===== src/hw/rtl/pmct_pkg.sv =====
`timescale 1ns / 1ps
// ----------------------------------------------------------------------------
// pmct_pkg: shared types and constants
// Types and constants used by the mouse packet front end, the packet queue
// and the cursor back end.
// ----------------------------------------------------------------------------
package pmct_pkg;

  localparam int unsigned COORD_BITS_DEF = 12;
  localparam int unsigned CFG_BITS       = 13;
  localparam int unsigned DELTA_BITS     = 10;
  localparam int unsigned QUEUE_DEPTH    = 2;

  localparam logic [CFG_BITS-1:0] WIDTH_RST  = 13'd1024;
  localparam logic [CFG_BITS-1:0] HEIGHT_RST = 13'd768;

  // Header byte bit positions.
  localparam int unsigned HDR_LEFT   = 0;
  localparam int unsigned HDR_RIGHT  = 1;
  localparam int unsigned HDR_MIDDLE = 2;
  localparam int unsigned HDR_SYNC   = 3;
  localparam int unsigned HDR_XSIGN  = 4;
  localparam int unsigned HDR_YSIGN  = 5;
  localparam int unsigned HDR_XOVF   = 6;
  localparam int unsigned HDR_YOVF   = 7;

  localparam logic signed [DELTA_BITS-1:0] OVF_EXTRA = 10'sd255;

  typedef enum logic {
    CFG_SCREEN_WIDTH  = 1'b0,
    CFG_SCREEN_HEIGHT = 1'b1
  } cfg_idx_e;

  typedef enum logic [1:0] {
    PH_HEADER  = 2'd0,
    PH_DELTA_X = 2'd1,
    PH_DELTA_Y = 2'd2
  } phase_e;

  // One framed packet, ready for the cursor update.
  typedef struct packed {
    logic signed [DELTA_BITS-1:0] dx;
    logic signed [DELTA_BITS-1:0] dy;
    logic                         left;
    logic                         right;
    logic                         middle;
  } pkt_t;

endpackage


===== src/hw/rtl/ps2_mouse_packet_cursor_tracker.sv =====
`timescale 1ns / 1ps
// ----------------------------------------------------------------------------
// ps2_mouse_packet_cursor_tracker: PS/2 mouse packet decoder and cursor
// Frames mouse bytes into packets and tracks a clamped cursor position.
//
//   channel | direction | handshake                | payload
//   --------+-----------+--------------------------+--------------------------
//   in      | input     | in_valid_i / in_stall_o  | rx_byte_i
//   out     | output    | out_valid_o / out_stall_i| cursor_x/y, buttons
//   cfg     | input     | cfg_we_i                 | cfg_idx_i, cfg_wdata_i
//
// One byte is accepted per cycle while the queue has room. A packet's third
// byte writes it into the queue, where it waits at the head while the
// add-and-clamp logic works out the cursor for the output register.
// Reset drops the framer to the header phase, arms the first-byte discard,
// zeroes the cursor and loads the default 1024 x 768 screen size.
// Input stalls only while the two-entry packet queue is full.
// ----------------------------------------------------------------------------
module ps2_mouse_packet_cursor_tracker import pmct_pkg::*; #(
  parameter int unsigned CoordBits = COORD_BITS_DEF
) (
  input  logic                 clk_i,
  input  logic                 rst_ni,
  input  logic                 cfg_we_i,
  input  logic                 cfg_idx_i,
  input  logic [CFG_BITS-1:0]  cfg_wdata_i,
  input  logic                 in_valid_i,
  output logic                 in_stall_o,
  input  logic [7:0]           rx_byte_i,
  output logic                 out_valid_o,
  input  logic                 out_stall_i,
  output logic [CoordBits-1:0] cursor_x_o,
  output logic [CoordBits-1:0] cursor_y_o,
  output logic                 left_button_o,
  output logic                 right_button_o,
  output logic                 middle_button_o
);

  logic [CFG_BITS-1:0] width_q, height_q;
  logic                push, pop, q_full, q_empty;
  pkt_t                push_pkt, pop_pkt;

  always_ff @(posedge clk_i or negedge rst_ni) begin
    if (!rst_ni) begin
      width_q  <= WIDTH_RST;
      height_q <= HEIGHT_RST;
    end else if (cfg_we_i) begin
      unique case (cfg_idx_e'(cfg_idx_i))
        CFG_SCREEN_WIDTH:  width_q  <= cfg_wdata_i;
        CFG_SCREEN_HEIGHT: height_q <= cfg_wdata_i;
        default: ;
      endcase
    end
  end

  pmct_front u_front (
    .clk_i      (clk_i),
    .rst_ni     (rst_ni),
    .in_valid_i (in_valid_i),
    .in_stall_o (in_stall_o),
    .rx_byte_i  (rx_byte_i),
    .q_full_i   (q_full),
    .push_o     (push),
    .push_pkt_o (push_pkt)
  );

  pmct_fifo u_fifo (
    .clk_i      (clk_i),
    .rst_ni     (rst_ni),
    .push_i     (push),
    .push_pkt_i (push_pkt),
    .full_o     (q_full),
    .pop_i      (pop),
    .empty_o    (q_empty),
    .pop_pkt_o  (pop_pkt)
  );

  pmct_back #(
    .CoordBits (CoordBits)
  ) u_back (
    .clk_i           (clk_i),
    .rst_ni          (rst_ni),
    .width_i         (width_q),
    .height_i        (height_q),
    .q_empty_i       (q_empty),
    .q_pkt_i         (pop_pkt),
    .pop_o           (pop),
    .out_valid_o     (out_valid_o),
    .out_stall_i     (out_stall_i),
    .cursor_x_o      (cursor_x_o),
    .cursor_y_o      (cursor_y_o),
    .left_button_o   (left_button_o),
    .right_button_o  (right_button_o),
    .middle_button_o (middle_button_o)
  );

endmodule


===== src/hw/rtl/pmct_front.sv =====
`timescale 1ns / 1ps
// ----------------------------------------------------------------------------
// pmct_front: byte framer
// Drops the first byte after reset, frames three-byte packets on the sync bit
// of the header and hands finished packets with decoded deltas to the queue.
// ----------------------------------------------------------------------------
module pmct_front import pmct_pkg::*; (
  input  logic       clk_i,
  input  logic       rst_ni,
  input  logic       in_valid_i,
  output logic       in_stall_o,
  input  logic [7:0] rx_byte_i,
  input  logic       q_full_i,
  output logic       push_o,
  output pkt_t       push_pkt_o
);

  phase_e     phase_q, phase_d;
  logic       discard_q;
  logic [7:0] header_q;
  logic [7:0] delta_x_q;
  logic       accept;

  function automatic logic signed [DELTA_BITS-1:0] signed_delta(
    input logic [7:0] b,
    input logic       neg,
    input logic       ovf
  );
    logic signed [DELTA_BITS-1:0] d;
    d = $signed({{(DELTA_BITS-8){neg}}, b});
    if (ovf) begin
      d = neg ? (d - OVF_EXTRA) : (d + OVF_EXTRA);
    end
    return d;
  endfunction

  assign in_stall_o = q_full_i;
  assign accept     = in_valid_i && !in_stall_o;

  always_comb begin
    phase_d = phase_q;
    push_o  = 1'b0;
    if (accept && !discard_q) begin
      unique case (phase_q)
        PH_DELTA_X: phase_d = PH_DELTA_Y;
        PH_DELTA_Y: begin
          phase_d = PH_HEADER;
          push_o  = 1'b1;
        end
        default: begin
          phase_d = rx_byte_i[HDR_SYNC] ? PH_DELTA_X : PH_HEADER;
        end
      endcase
    end
  end

  assign push_pkt_o.dx     = signed_delta(delta_x_q, header_q[HDR_XSIGN], header_q[HDR_XOVF]);
  assign push_pkt_o.dy     = signed_delta(rx_byte_i, header_q[HDR_YSIGN], header_q[HDR_YOVF]);
  assign push_pkt_o.left   = header_q[HDR_LEFT];
  assign push_pkt_o.right  = header_q[HDR_RIGHT];
  assign push_pkt_o.middle = header_q[HDR_MIDDLE];

  always_ff @(posedge clk_i or negedge rst_ni) begin
    if (!rst_ni) begin
      phase_q   <= PH_HEADER;
      discard_q <= 1'b1;
      header_q  <= '0;
      delta_x_q <= '0;
    end else begin
      phase_q <= phase_d;
      if (accept) begin
        discard_q <= 1'b0;
      end
      if (accept && !discard_q && phase_q == PH_DELTA_X) begin
        delta_x_q <= rx_byte_i;
      end
      if (accept && !discard_q && phase_q != PH_DELTA_X && phase_q != PH_DELTA_Y
          && rx_byte_i[HDR_SYNC]) begin
        header_q <= rx_byte_i;
      end
    end
  end

endmodule


===== src/hw/rtl/pmct_fifo.sv =====
`timescale 1ns / 1ps
// ----------------------------------------------------------------------------
// pmct_fifo: packet queue
// Short first-in first-out queue of framed packets between the framer and
// the cursor back end.
// ----------------------------------------------------------------------------
module pmct_fifo import pmct_pkg::*; (
  input  logic clk_i,
  input  logic rst_ni,
  input  logic push_i,
  input  pkt_t push_pkt_i,
  output logic full_o,
  input  logic pop_i,
  output logic empty_o,
  output pkt_t pop_pkt_o
);

  localparam int unsigned PtrBits = (QUEUE_DEPTH > 1) ? $clog2(QUEUE_DEPTH) : 1;
  localparam int unsigned CntBits = $clog2(QUEUE_DEPTH + 1);

  pkt_t               mem_q [QUEUE_DEPTH];
  logic [PtrBits-1:0] wr_ptr_q, rd_ptr_q;
  logic [CntBits-1:0] count_q;

  assign full_o    = (count_q == CntBits'(QUEUE_DEPTH));
  assign empty_o   = (count_q == '0);
  assign pop_pkt_o = mem_q[rd_ptr_q];

  function automatic logic [PtrBits-1:0] ptr_inc(input logic [PtrBits-1:0] p);
    return (p == PtrBits'(QUEUE_DEPTH - 1)) ? '0 : p + 1'b1;
  endfunction

  always_ff @(posedge clk_i) begin
    if (push_i) begin
      mem_q[wr_ptr_q] <= push_pkt_i;
    end
  end

  always_ff @(posedge clk_i or negedge rst_ni) begin
    if (!rst_ni) begin
      wr_ptr_q <= '0;
      rd_ptr_q <= '0;
      count_q  <= '0;
    end else begin
      if (push_i) begin
        wr_ptr_q <= ptr_inc(wr_ptr_q);
      end
      if (pop_i) begin
        rd_ptr_q <= ptr_inc(rd_ptr_q);
      end
      if (push_i && !pop_i) begin
        count_q <= count_q + 1'b1;
      end else if (pop_i && !push_i) begin
        count_q <= count_q - 1'b1;
      end
    end
  end

endmodule


===== src/hw/rtl/pmct_back.sv =====
`timescale 1ns / 1ps
// ----------------------------------------------------------------------------
// pmct_back: cursor update
// Applies one packet's deltas to the cursor, clamps to the screen size and
// holds the result in the output register.
// ----------------------------------------------------------------------------
module pmct_back import pmct_pkg::*; #(
  parameter int unsigned CoordBits = COORD_BITS_DEF
) (
  input  logic                 clk_i,
  input  logic                 rst_ni,
  input  logic [CFG_BITS-1:0]  width_i,
  input  logic [CFG_BITS-1:0]  height_i,
  input  logic                 q_empty_i,
  input  pkt_t                 q_pkt_i,
  output logic                 pop_o,
  output logic                 out_valid_o,
  input  logic                 out_stall_i,
  output logic [CoordBits-1:0] cursor_x_o,
  output logic [CoordBits-1:0] cursor_y_o,
  output logic                 left_button_o,
  output logic                 right_button_o,
  output logic                 middle_button_o
);

  localparam int unsigned SumBits = CoordBits + 4;
  localparam int unsigned LimBits = ((CoordBits > CFG_BITS) ? CoordBits : CFG_BITS) + 1;

  logic                 valid_q;
  logic [CoordBits-1:0] pos_x_q, pos_x_d;
  logic [CoordBits-1:0] pos_y_q, pos_y_d;
  logic [2:0]           btn_q;

  logic signed [SumBits-1:0] sum_x, sum_y;
  logic [CoordBits-1:0]      max_x, max_y;

  // Largest coordinate for a size register: size minus one, with a size of
  // zero acting as one and sizes past the coordinate range capped.
  function automatic logic [CoordBits-1:0] coord_max(input logic [CFG_BITS-1:0] size);
    logic [LimBits-1:0] s;
    logic [LimBits-1:0] lim;
    logic [LimBits-1:0] m;
    s   = LimBits'(size);
    lim = LimBits'(1) << CoordBits;
    if (s == '0) begin
      m = '0;
    end else if (s > lim) begin
      m = lim - 1'b1;
    end else begin
      m = s - 1'b1;
    end
    return m[CoordBits-1:0];
  endfunction

  function automatic logic [CoordBits-1:0] clamp(
    input logic signed [SumBits-1:0] v,
    input logic [CoordBits-1:0]      mx
  );
    logic [CoordBits-1:0] r;
    if (v < 0) begin
      r = '0;
    end else if (v > $signed({{(SumBits-CoordBits){1'b0}}, mx})) begin
      r = mx;
    end else begin
      r = v[CoordBits-1:0];
    end
    return r;
  endfunction

  assign pop_o = !q_empty_i && (!valid_q || !out_stall_i);

  assign max_x = coord_max(width_i);
  assign max_y = coord_max(height_i);

  assign sum_x = $signed({{(SumBits-CoordBits){1'b0}}, pos_x_q})
               + $signed({{(SumBits-DELTA_BITS){q_pkt_i.dx[DELTA_BITS-1]}}, q_pkt_i.dx});
  // Y grows downward, so the mouse delta is subtracted.
  assign sum_y = $signed({{(SumBits-CoordBits){1'b0}}, pos_y_q})
               - $signed({{(SumBits-DELTA_BITS){q_pkt_i.dy[DELTA_BITS-1]}}, q_pkt_i.dy});

  assign pos_x_d = clamp(sum_x, max_x);
  assign pos_y_d = clamp(sum_y, max_y);

  always_ff @(posedge clk_i or negedge rst_ni) begin
    if (!rst_ni) begin
      valid_q <= 1'b0;
      pos_x_q <= '0;
      pos_y_q <= '0;
    end else begin
      if (pop_o) begin
        valid_q <= 1'b1;
        pos_x_q <= pos_x_d;
        pos_y_q <= pos_y_d;
      end else if (!out_stall_i) begin
        valid_q <= 1'b0;
      end
    end
  end

  always_ff @(posedge clk_i) begin
    if (pop_o) begin
      btn_q <= {q_pkt_i.middle, q_pkt_i.right, q_pkt_i.left};
    end
  end

  assign out_valid_o     = valid_q;
  assign cursor_x_o      = pos_x_q;
  assign cursor_y_o      = pos_y_q;
  assign left_button_o   = btn_q[0];
  assign right_button_o  = btn_q[1];
  assign middle_button_o = btn_q[2];

endmodule


===== config.mk =====
export PLATFORM = sky130hd
export DESIGN_NAME = ps2_mouse_packet_cursor_tracker
export DESIGN_NICKNAME = d
export VERILOG_FILES = /design/src/hw/rtl/pmct_pkg.sv /design/src/hw/rtl/ps2_mouse_packet_cursor_tracker.sv /design/src/hw/rtl/pmct_front.sv /design/src/hw/rtl/pmct_fifo.sv /design/src/hw/rtl/pmct_back.sv
export SDC_FILE = /design/constraint.sdc
export NUM_CORES = 1
export LEC_CHECK = 0
export ABC_AREA = 1
export CAP_MARGIN = 25
export CORE_MARGIN = 1
export CORE_UTILIZATION = 35
export DETAILED_ROUTE_END_ITERATION = 6
export DONT_BUFFER_PORTS = 1
export PLACE_DENSITY_LB_ADDON = 0.12
export SLEW_MARGIN = 20
export SYNTH_ARGS = -nofsm -noshare
export SYNTH_HDL_FRONTEND = slang
export SYNTH_HIERARCHICAL = 1
export SYNTH_SLANG_ARGS = --single-unit

===== constraint.sdc =====
create_clock -name clk_i -period 4.15 [get_ports clk_i]
set_input_delay 0.415 -clock clk_i [delete_from_list [all_inputs] [get_ports clk_i]]
set_output_delay 0.415 -clock clk_i [all_outputs]
set_load 0.01 [all_outputs]

## Word-level counts from Yosys, hierarchy flattened

Memory sizes are Yosys's and may differ from the RTL's.
Index checks and enable logic that the tools add are counted.
Widths: inputs -> output; s select.

| cells by class | value |
|---|---|
| $lt $le $gt $ge | 6 |
| $add $sub $neg | 12 |
| multiplexer cells | 24 |
| equal/unequal tests | 6 |
| reduce and logical (&&, ||, !) cells | 23 |
| bitwise logic cells | 1 |

Operator list:

| kind | number |
|---|---|
| $mux 12 | 8 |
| $mux 10 | 4 |
| $gt 14x13->1 | 2 |
| $lt 14x1->1 const B | 2 |
| $gt 13x13->1 const B | 2 |
| $logic_not 13->1 | 2 |
| $sub 12x1->12 const B | 2 |
| $add 9x9->10 const B | 2 |
| $sub 9x9->10 const B | 2 |
| $add 13x10->14 | 1 |
| $sub 13x10->14 | 1 |
| $logic_and 1x1->1 | 9 |
| $mux 1 | 9 |
| $logic_not 1->1 | 7 |
| $eq 2x2->1 const B | 2 |
| $mux 2 | 2 |
| $ne 2x1->1 const B | 2 |
| $pmux 2 s2 | 1 |
| $reduce_and 2->1 | 2 |
| $add 1x1->1 const B | 2 |
| $add 2x1->2 const B | 1 |
| $eq 2x1->1 const B | 1 |
| $logic_not 2->1 | 1 |
| $ne 2x2->1 const B | 1 |
| other kinds (4) | 4 |

| storage, ports and cells | value |
|---|---|
| RAM bits | 46 |
| output and inout port bits | 29 |
| memories | 1 |
| input port bits | 27 |
| register bits | 77 |

Memories:

| name | depth | width | read ports | clocked after memory_dff | write ports | RTL line | RTL |
|---|---|---|---|---|---|---|---|
| u_fifo.mem_q | 2 | 23 | 1 | 0 | 1 | pmct_fifo.sv:21 | `pkt_t mem_q [QUEUE_DEPTH];` |

## Logic depth before layout (Yosys ltp)

| depth | value |
|---|---|
| depth after elaboration | 9 |
| depth in mapped cells | 24 |
| depth with buffers taken out | 21 |

## Cells and area by module

Netlist, hierarchy kept.

By module, submodules not included:

| module | cells an instance | times used | area each (µm²) | sequential area each (µm²) |
|---|---|---|---|---|
| pmct_back | 630 | 1 | 3985.1 | 715.7 |
| pmct_fifo | 97 | 1 | 1969.4 | 1481.4 |
| pmct_front | 242 | 1 | 1727.9 | 451.7 |
| ps2_mouse_packet_cursor_tracker | 114 | 1 | 1039.7 | 654.4 |

## Worst setup path before layout

Ideal clock, no wire load.

| timing path | value |
|---|---|
| path kind | reg-to-reg |
| from | register u_fifo.rd_ptr_q |
| to | register u_back.pos_y_q[6], in the netlist u_back/cursor_y_o[6] |
| path buffers | 3 |
| data required time | 4.032 ns |
| arrival time | 3.379 ns |
| slack | 0.653 ns |
| stages on the path, launching flop included | 23 |
| setup time | 0.118 ns |
| cell sequence | dfrtp_1 -> buf_6 -> buf_12 -> mux2_4 -> inv_1 -> ha_1 -> or2_0 -> nand3_1 -> nand2_1 -> a21oi_1 -> o21ai_0 -> a21oi_1 -> xnor2_1 -> inv_1 -> ha_1 -> a21oi_1 -> a21boi_1 -> nand3_2 -> nand3_2 -> buf_4 -> nand2_1 -> nand3_1 -> nand2_1 |

RTL lines:

| item | RTL line | RTL |
|---|---|---|
| from (decl) | pmct_fifo.sv:22 | `logic [PtrBits-1:0] wr_ptr_q, rd_ptr_q;` |
| from (signal assigned) | pmct_fifo.sv:49 | `rd_ptr_q <= ptr_inc(rd_ptr_q);` |
| to (signal assigned) | pmct_back.sv:93 | `pos_y_q <= pos_y_d;` |
| to (decl) | pmct_back.sv:31 | `logic [CoordBits-1:0] pos_y_q, pos_y_d;` |

==> run metrics <==
Synth async-reset ratio 59.84%; # clock sinks 122; initial antenna violation count 0; Leakage 0.004865 uW; Slew Viols, Final 0; via count of the routed design 6723; WL/cell 14.20 um; worst-case clock buffer depth 2; drt drc 0; CP Capture Type flip-flop; synth unique cells 45; Overflow after GRT 0; final setup violation count 0; Worst Path Max Fanout 12; Detail Placement HPWL 15170 um; Top FF cell, synth dfrtp_1; Final Hold Viols 0; Required @ worst endpoint 4.45 ns; Mapped Area 8722 um2; Power per Cell Area 811.3 nW/um2; Largest stage delay, worst path 0.46 ns; # rows 57; Yosys top cell area share 19.80%; RePlAce Congestion 0.8336; Slowest cell on crit path dfrtp_2; clk_lat worst skew 0.42 ns; drt pass-1 iters 5; Least-Margin Pin Slew 0.9858 ns; die height 159.9 um; status complete, no violations; Avg Inst Size Synth 8.054 um2; Clock Skew 0.01463 ns; CP Class flip-flop to flip-flop; Vias per Instance 4.738; placed cells 1384; setup repair after global routing missed its margin no; Chip Width 159.9 um; startpoint types flip-flop; Critical Path AT 4.12 ns; min Tclk post-route 3.812 ns; max cap viols 0; core footprint 24390 um2; vias in the first global route 6399; final wirelength 20140 um; die area 25560 um2; CP top delay family compound AO/OA/AOI/OAI gates; Gate Count Post-Synth 1083; CTS tree built; H-tree depth 4; Buffers on Ports 0; first-pass GRT wire length 33180 um; CTS clk-pin slew, worst paths 0.07 ns; Tcrit/Tclk final 91.86%; setup ws final 0.3377 ns; utilization after layout 39.56%; total CTS buffers 17; largest net degree at the start of global routing 74; Routed Antenna Nets 0; Final nets 1184; CP bufs+invs 2; Post-Syn Nets 1185; Hold/Removal Path Class primary input to flip-flop; Global Route Usage Sum 16.43%; area growth from synthesis to layout 10.63%; Cell Chain, Critical Path buf_4, mux2_4, ha_1, a21oi_1, nand2_1, a21oi_1, o21ai_1, a21oi_1, xor2_1, inv_1, ha_1, a21oi_1, a21boi_1, nand3_2, nand3_2, nand2_1, nand3_1, nand2_1; Post-synth EDFFs 49; dpl ws 0.1449 ns; diode count 0; peak supply drop 0.0003185 V; final instance area 9649 um2; sequential fraction of the synthesis area 37.87%; Worst path most repeated cell a21oi_1; non-filler cells, final 1419; io pins 56; effective utilization at floorplan 35.76%; setup TNS 0 ns; Clock Tree Root clkbuf_16; f_max 262.3 MHz; share of cells above drive strength 1 10.59%; placed instance area 8985 um2; 1st-iter DRT viols 456; FF+latch count, synth 122; Synth area leader dfrtp_1; Slew HR 34.28%; Ys Warns 6; synth top area cells dfrtp_1, edfxtp_1, nand2_1
## cell usage in the layout (no fill, tap or decap), types with 4 or more instances in the layout
cell type / instances
nor2_2: 4
edfxtp_1: 49
nor3_1: 4
a21oi_1: 46
buf_4: 10
clkbuf_16: 17
o21ai_2: 15
dfrtp_1: 68
dfstp_2: 4
mux2_2: 4
nand2_2: 6
nand4_1: 29
nand3_1: 98
o31ai_1: 4
o21ai_0: 31
clkinv_4: 5
ha_1: 71
o21bai_1: 8
nand3_2: 4
nor2_1: 49
fa_1: 4
inv_1: 144
nand3b_1: 6
nand2_1: 316
xnor2_1: 11
mux2_4: 19
xor2_1: 21
## through the flow
| stage | total power [uW] | hold slack, ns |
|---|---|---|
| floorplan | 5469 | 0.1194 |
| global placement | 6323 | 0.1238 |
| detailed placement | 6322 | 0.1242 |
| CTS | 7876 | 0.08076 |
| global route | 8682 | 0.1043 |
| finish | 7829 | 0.1004 |
## power breakdown
part           switching [uW]  leakage (uW)  internal, uW
registers                 358       0.00135          1660
logic                    2660       0.00323          1680
clock network             584      0.000278           889
## Yosys cell counts, types with 6 or more instances
cell and number:
nand2_1 316, inv_1 144, nand3_1 98, ha_1 71
dfrtp_1 69, nor2_1 50, edfxtp_1 49, a21oi_1 46
o21ai_0 32, nand4_1 29, xor2_1 21, mux2_4 19
o21ai_2 15, xnor2_1 11, buf_2 10, buf_4 10
clkbuf_1 8, o21bai_1 8, nand2_2 6, nand3_2 6
nand3b_1 6
## area by class of cell
class	instances	area, um2
Fill cell	2494	14740
Multi-Input combinational cell	776	4628
Sequential cell	122	3304
Inverter	151	571.8
Clock buffer	19	432.9
Tap cell	324	405.4
Timing Repair Buffer	14	160.2
Clock inverter	13	146.4
## repair_timing
action	4_1_cts	5_1_grt
endpoints found under the hold margin	73	0
hold buffers	2	0
endpoints found under the setup margin	0	24
buffers inserted	0	0
resized for setup	0	5
## cells by family after synthesis
group	share of synthesized area [%]
compound gates	7.675
xor+xnor	3.213
fa+ha+maj	11.10
buf+inv	9.310
flops	37.87
mux	3.787
simple gates	27.04
## state kept, by name, indices dropped and copies added (netlist names)
signal              cells
u_fifo/mem_q           46
height_q               13
width_q                13
u_back/cursor_x_o      12
u_back/cursor_y_o      12
u_front/delta_x_q       8
u_front/header_q        7
u_back/btn_q            3
u_fifo/count_q          2
u_front/phase_q         2
u_back/out_valid_o      1
u_fifo/rd_ptr_q         1
u_fifo/wr_ptr_q         1
u_front/discard_q       1
## per-layer routing
layer  up-vias  track usage [%]  routed length [um]
li1       3542                -                   -
met1      3065            22.66               10170
met2       104            25.96                8996
met3        12            3.610                 816
met4         0            4.286                 164
met5         -                0                   0
## worst paths after layout
check	startpoint	to	slack, ns	cells past startpoint
hold reg to reg	u_front/header_q[1]	u_fifo/mem_q[1][1]	0.47	0
setup / recovery	u_fifo/rd_ptr_q	u_back/cursor_x_o[5]	0.34	18
max in group asynchronous	rst_ni	width_q[10]	3.21	2
min in group asynchronous	rst_ni	u_back/cursor_x_o[11]	0.56	2
hold / removal	out_stall_i	u_back/out_valid_o	0.10	2
setup reg to reg	u_fifo/rd_ptr_q	u_back/cursor_x_o[5]	0.34	18
## worst reg2reg max path, cell delays in order (launching register included)
cell,delay [ns]
dfrtp_2,0.46
buf_4,0.19
mux2_4,0.30
ha_1,0.33
a21oi_1,0.22
nand2_1,0.13
a21oi_1,0.22
o21ai_1,0.14
a21oi_1,0.18
xor2_1,0.19
inv_1,0.06
ha_1,0.30
a21oi_1,0.15
a21boi_1,0.22
nand3_2,0.11
nand3_2,0.22
nand2_1,0.09
nand3_1,0.12
nand2_1,0.06
Note: power is estimated with default switching activity, not from simulation.
